===== src/design/nmf_pkg.sv =====
package nmf_pkg;

  // Default filter length
  localparam int TAPS_DEF = 64;

  // Field widths
  localparam int SAMPLE_W  = 16;
  localparam int NOISE_W   = 16;
  localparam int TAP_W     = 16;
  localparam int TIDX_W    = 6;
  localparam int SGAIN_W   = 32;
  localparam int NGAIN_W   = 14;
  localparam int CFG_W     = 32;
  localparam int CFG_IDX_W = 2;

  // Mix in Q.12: the noise product sets the width, the signal term fits inside
  localparam int MIX_W  = NOISE_W + NGAIN_W + 1;
  localparam int PROD_W = MIX_W + TAP_W;

  // Fixed point shifts
  localparam int SIG_SHIFT = 20;  // Q.32 product down to Q.12
  localparam int OUT_SHIFT = 26;  // Q.26 down to integer
  localparam int MIX_ALIGN = 14;  // Q.12 up to Q.26

  // Input word commands
  localparam logic CMD_SAMPLE = 1'b0;
  localparam logic CMD_TAP    = 1'b1;

  // Configuration register indexes
  typedef enum logic [CFG_IDX_W-1:0] {
    CFG_EFFECT = 2'd0,
    CFG_FILTER = 2'd1,
    CFG_SGAIN  = 2'd2,
    CFG_NGAIN  = 2'd3
  } cfg_idx_e;

  // Control from the sequencer to the MAC unit
  typedef struct packed {
    logic clear;
    logic vld;
  } mac_ctl_t;

endpackage


===== src/design/nmf_mac.sv =====
// Multiply-accumulate: one line sample times one tap per cycle,
// product registered, then summed.
module nmf_mac #(
  parameter int TAPS = nmf_pkg::TAPS_DEF
) (
  input  logic                                           clk_i,
  input  logic                                           rst_ni,
  input  nmf_pkg::mac_ctl_t                              ctl_i,
  input  logic signed [nmf_pkg::MIX_W-1:0]               line_i,
  input  logic signed [nmf_pkg::TAP_W-1:0]               tap_i,
  output logic signed [nmf_pkg::PROD_W+$clog2(TAPS)-1:0] acc_o,
  output logic                                           busy_o
);
  import nmf_pkg::*;

  localparam int ACC_W = PROD_W + $clog2(TAPS);

  logic signed [PROD_W-1:0] prod_q;
  logic                     prod_vld_q;
  logic signed [ACC_W-1:0]  acc_q;

  // product stage
  always_ff @(posedge clk_i or negedge rst_ni) begin
    if (!rst_ni) begin
      prod_vld_q <= 1'b0;
    end else begin
      prod_vld_q <= ctl_i.vld;
    end
  end

  always_ff @(posedge clk_i) begin
    if (ctl_i.vld) begin
      prod_q <= line_i * tap_i;
    end
  end

  // accumulator
  always_ff @(posedge clk_i) begin
    if (ctl_i.clear) begin
      acc_q <= '0;
    end else if (prod_vld_q) begin
      acc_q <= acc_q + ACC_W'(prod_q);
    end
  end

  assign acc_o  = acc_q;
  assign busy_o = prod_vld_q;

endmodule


===== config.mk =====
export PLATFORM = sky130hd
export DESIGN_NAME = nmf_mac
export DESIGN_NICKNAME = d
export VERILOG_FILES = /design/src/design/nmf_pkg.sv /design/src/design/nmf_mac.sv
export SDC_FILE = /design/constraint.sdc
export NUM_CORES = 2
export LEC_CHECK = 0
export ABC_AREA = 1
export BUFFER_PORTS_ARGS = -buffer_cell sky130_fd_sc_hd__buf_4
export CAP_MARGIN = 20
export CORE_ASPECT_RATIO = 1.4
export CORE_MARGIN = 4
export CORE_UTILIZATION = 35
export CTS_CLUSTER_DIAMETER = 80
export DETAILED_ROUTE_END_ITERATION = 8
export HOLD_SLACK_MARGIN = 0.05
export PLACE_DENSITY = 0.52
export SETUP_SLACK_MARGIN = 0.4
export SLEW_MARGIN = 15
export SYNTH_ARGS = -nofsm -noshare
export SYNTH_HDL_FRONTEND = slang
export SYNTH_SLANG_ARGS = --single-unit

===== constraint.sdc =====
create_clock -name clk_i -period 4.4 [get_ports clk_i]
set_clock_uncertainty 0.2 [all_clocks]
set_input_delay 0.22 -clock clk_i [delete_from_list [all_inputs] [get_ports clk_i]]
set_output_delay 0.22 -clock clk_i [all_outputs]
set_load 0.005 [all_outputs]

Word level (Yosys, flattened, before mapping) --
Index checks and enable logic that the tools add are counted.
Storage, ports and cells: output and inout bits 54, register bits 101, logic and storage cells 5, input port bits 51, latch bits 0, memories kept 0, bits in writable memories 0, bits in read-only memories 0
Cells by class: div/mod/pow operators 0, order comparisons 0, muxes and demuxes 0, multiply operators 1, shift-type cells 0, add/subtract/negate cells 1, eq/ne operators 0, bitwise logic cells 0, reduce and logical (&&, ||, !) cells 0
Operator list (count):
- 53-bit by 47-bit adder with 53-bit output | 1
- 31-bit by 16-bit multiplier with 47-bit output | 1

Logic depth before layout (Yosys ltp) --
depth in word-level cells 1, gate-level depth with buffers 27, depth with buffers taken out 25

Worst setup path after synthesis --
Ideal clock, no wire load.
path type input -> register, start input port line_i[29] (netlist bit), end register prod_q[40] (data pin), setup time 252 ps, path slack -1260 ps, arrival 5208 ps, stages on the path 23, path buffers 2, required time 3948 ps, cells stage by stage clkbuf_1 > clkbuf_1 > nand2_1 > fa_1 > inv_1 > fa_1 > inv_1 > fa_1 > inv_1 > fa_1 > fa_1 > inv_1 > fa_1 > inv_1 > ha_1 > a21o_1 > a31oi_1 > o21ai_0 > a21oi_1 > nand2_1 > a21o_1 > nand2_1 > nand2_1
Between the ends: longest elaborated chain between the ends 1
Ends and longest elaborated chain:
- from (decl) | line nmf_mac.sv:9 | input logic signed [nmf_pkg::MIX_W-1:0] line_i,
- 31-bit by 16-bit multiplier with 47-bit output | line nmf_mac.sv:33 | prod_q <= line_i * tap_i;
- to (signal assigned) | line nmf_mac.sv:33
- to (decl) | line nmf_mac.sv:18 | logic signed [PROD_W-1:0] prod_q;
Every way passes these cells. A chain may end at the register's enable or synchronous reset.

Final worst setup path --
start input port tap_i[15] (netlist bit), end register prod_q[39] (data pin)
Between the ends: longest elaborated chain between the ends 1
Ends and longest elaborated chain:
- from (decl) | line nmf_mac.sv:10 | input logic signed [nmf_pkg::TAP_W-1:0] tap_i,
- 31-bit by 16-bit multiplier with 47-bit output | line nmf_mac.sv:33
Every way passes these cells.

==> summary.md <==
| Metric | Value |
|---|---|
| Core area | 73,970 sq um |
| Cell Area, Synth | 26,110 sq um |
| Critical path's slowest cell | fa_1 |
| Post-route clock period utilization | 1.236 |
| Vias in the first global route | 25.08k |
| DIE HEIGHT | 331.2 um |
| Die W | 238.8 um |
| Crit-path cells | buf_6, clkinvlp_4, buf_12, buf_16, buf_8, buf_6, nor2_2, fa_1, fa_1, fa_1, fa_1, fa_1, fa_1, ha_4, a21oi_1, o21ai_1, buf_4, a21o_1, a31oi_1, nand3_1, xor2_1 |
| CTS clock-pin slew for the worst setup and hold paths | 70 ps |
| Fraction of layout cells with a size suffix above 1 | 0.2464 |
| Hpwl dp | 73,510 um |
| Clock root cell | clkbuf_16 |
| Worst EP arrival | 5370 ps |
| Largest net degree at the start of global routing | 54 |
| Worst skew pair latency | 380 ps |
| Violated checks | negative setup slack |
| Area of the multi-input gates | 21,620 sq um |
| Initial antenna violation count | 0 |
| Register area | 2499 sq um |
| GRT overflow | 0 |
| Row count | 118 |
| Pre-CTS setup slack | -1696 ps |
| Worst slew pin tran | 742.7 ps |
| Commonest cells after routing, fill and taps aside | inv_1, nand2_1, fa_1, buf_4, nor2_1 |
| Most common library cell in the layout ignoring fill and taps | inv_1 |
| CTS Buffer Depth | 2 |
| N_diodes | 0 |
| WS Path Type | in -> reg |
| CP Capture Type | flip-flop |
| Primary FF master, synth | dfxtp_1 |
| Utilization after layout | 0.4562 |
| Via count | 22.85k |
| Yosys Warn Count | 0 |
| 1st-iter DRT viols | 872 |
| IO buf count | 104 |
| Max Cap Viol | 0 |
| CP Data Required Time | 4330 ps |
| Post-Syn Instances | 3,612 |
| #FFs+latches synth | 101 |
| Post-synthesis sequential area ratio | 0.09566 |
| Slew margin rel. | 0.5043 |
| Critical Path Fanout Max | 6 |
| Area growth syn-to-layout | 29.26% |
| Net count, final | 4,676 |
| First-pass GRT wire length | 134,300 um |
| Clock sink count | 101 |
| Crit path top cell by count | fa_1 |
| Gr usage total | 0.2178 |
| Hold Path Class | in -> reg |
| Worst path bufs/invs | 7 |
| Slowest stage delay, CP | 550 ps |
| CTS tree | yes |
| Async SR Flop Fraction | 0.009901 |
| Crit-path leading delay family | adder cells |
| Initial Util | 0.3530 |
| H-tree depth | 3 |
| DR vias/cell | 4.613 |
| DRC viols | 0 |
| Final Setup Violations | 39 |
| Total wire length after detailed routing | 85,080 um |
| Post-synth EDFFs | 47 |
| Unrepaired setup endpoints after global routing | yes |
| Final setup margin | -1037 ps |
| Post-synth net total | 4,300 |
| Syn_area_per_cell | 7.228 sq um |
| Run status | finished, violations left |
| Fmax | 0.1839 GHz |
| TritonCTS Buffers | 9 |
| Post-route ant nets | 0 |
| Yosys cell types | 45 |
| Fin. Hold Viols | 0 |
| Drt pass-1 iters | 5 |
| Ports | 105 |
| Min cycle time layout | 5437 ps |
| Setup TNS | -30,880 ps |
| Die ar. | 79,090 sq um |
| RD Place Congestion | 0.9452 |
| Worst Setup Start Kind | input pin |
| Fin. max-slew vios | 0 |
| Fill cell count | 7,477 |
| DR WL/cell | 17.18 um |
synthesized netlist by cell type (7+ instances only):
cell      count  area share
nor2_1      316       0.045
or2_2         7      0.0017
nand2_1     916        0.13
xor2_1       53       0.018
nand4_1      17      0.0041
a21oi_2      10      0.0034
o21ai_0      81       0.016
nand3_1      82       0.016
dfxtp_1      53       0.041
ha_1        164       0.079
a21o_1       11      0.0032
a31oi_1       9      0.0022
nand2_2      21      0.0050
fa_1        473        0.36
nor3_1       11      0.0021
clkbuf_1    111       0.016
o21ai_1      19      0.0036
nand3_2       9      0.0035
o21bai_1     23      0.0066
a21oi_1     111       0.021
edfxtp_1     47       0.054
inv_1       986        0.14
nor2_2       15      0.0036
nor4_1        7      0.0017
xnor2_1      17      0.0057
buf_1         7      0.0010
inv_2         7      0.0010
logic make-up (layout without fill, tap and decap cells):
group	Yosys count	count (layout)	synth area share
compound gates	275	275	0.05919
buf+inv	1112	1493	0.1600
fa+ha+maj	637	637	0.4413
simple gates	1417	1417	0.2204
flops	101	101	0.09566
xor+xnor	70	70	0.02348
routing by layer:
layer | share of wire | vias to the layer above | track usage
met5 | 0 | - | 0
met3 | 0.022 | 148 | 0.01329
met1 | 0.38 | 11120 | 0.2438
met4 | 0.045 | 0 | 0.08496
met2 | 0.55 | 371 | 0.4269
li1 | - | 11200 | -
stage by stage:
stage                     instances  area, sq um  hold WS [ps]
after floorplan                3612        27540        -275.6
after global placement         4877        31040        -203.8
after detailed placement       4877        31040        -203.7
after CTS                      4926        32840         108.8
after global routing           4953        33750         135.3
final                          4953        33750         136.0
worst reg2reg max path, stage by stage (launching register included):
cell and delay [ps]:
edfxtp_1 410, ha_1 370, nand2_1 110, nor2_1 270, nand2_1 170, nor2_1 480, nand3_1 390, nand4_1 210
nand3_1 120, nand2_1 90, inv_1 40
repair_timing:
item                                    4_1_cts  5_1_grt
pin swaps                                   145       99
endpoints found under the setup margin       40       41
hold endpoints to repair                      1        0
setup buffers                                30       25
cloned                                        1        2
resized for setup                           319      173
hold buffers                                  2        0
layout make-up:
class                   count  area share
multi-input cells        2399      0.6408
repair buffers            484      0.1298
inverters                 993      0.1106
flip-flops and latches    101     0.07404
well taps                 960     0.03559
clock buffers              12    0.007008
clock inverters             4    0.002188
registers in the layout (all words and copies together), names as in the netlist:
name    count
acc_o      53
prod_q     47
busy_o      1
path summary, 6_finish.rpt:
path / startpoint / slack (ps) / end / cells past startpoint
worst max-delay path: tap_i[15] / -1040 / prod_q[39] / 21
worst min-delay path: ctl_i[0] / 140 / busy_o / 1
worst max register to register: prod_q[27] / 1460 / acc_o[40] / 10
worst min register to register: acc_o[52] / 310 / acc_o[52] / 2
max in group asynchronous: rst_ni / 3400 / busy_o / 3
min in group asynchronous: rst_ni / 490 / busy_o / 3
Power is not shown: default switching activity piles up to over one toggle a cycle in this logic, so the estimate is an artifact.
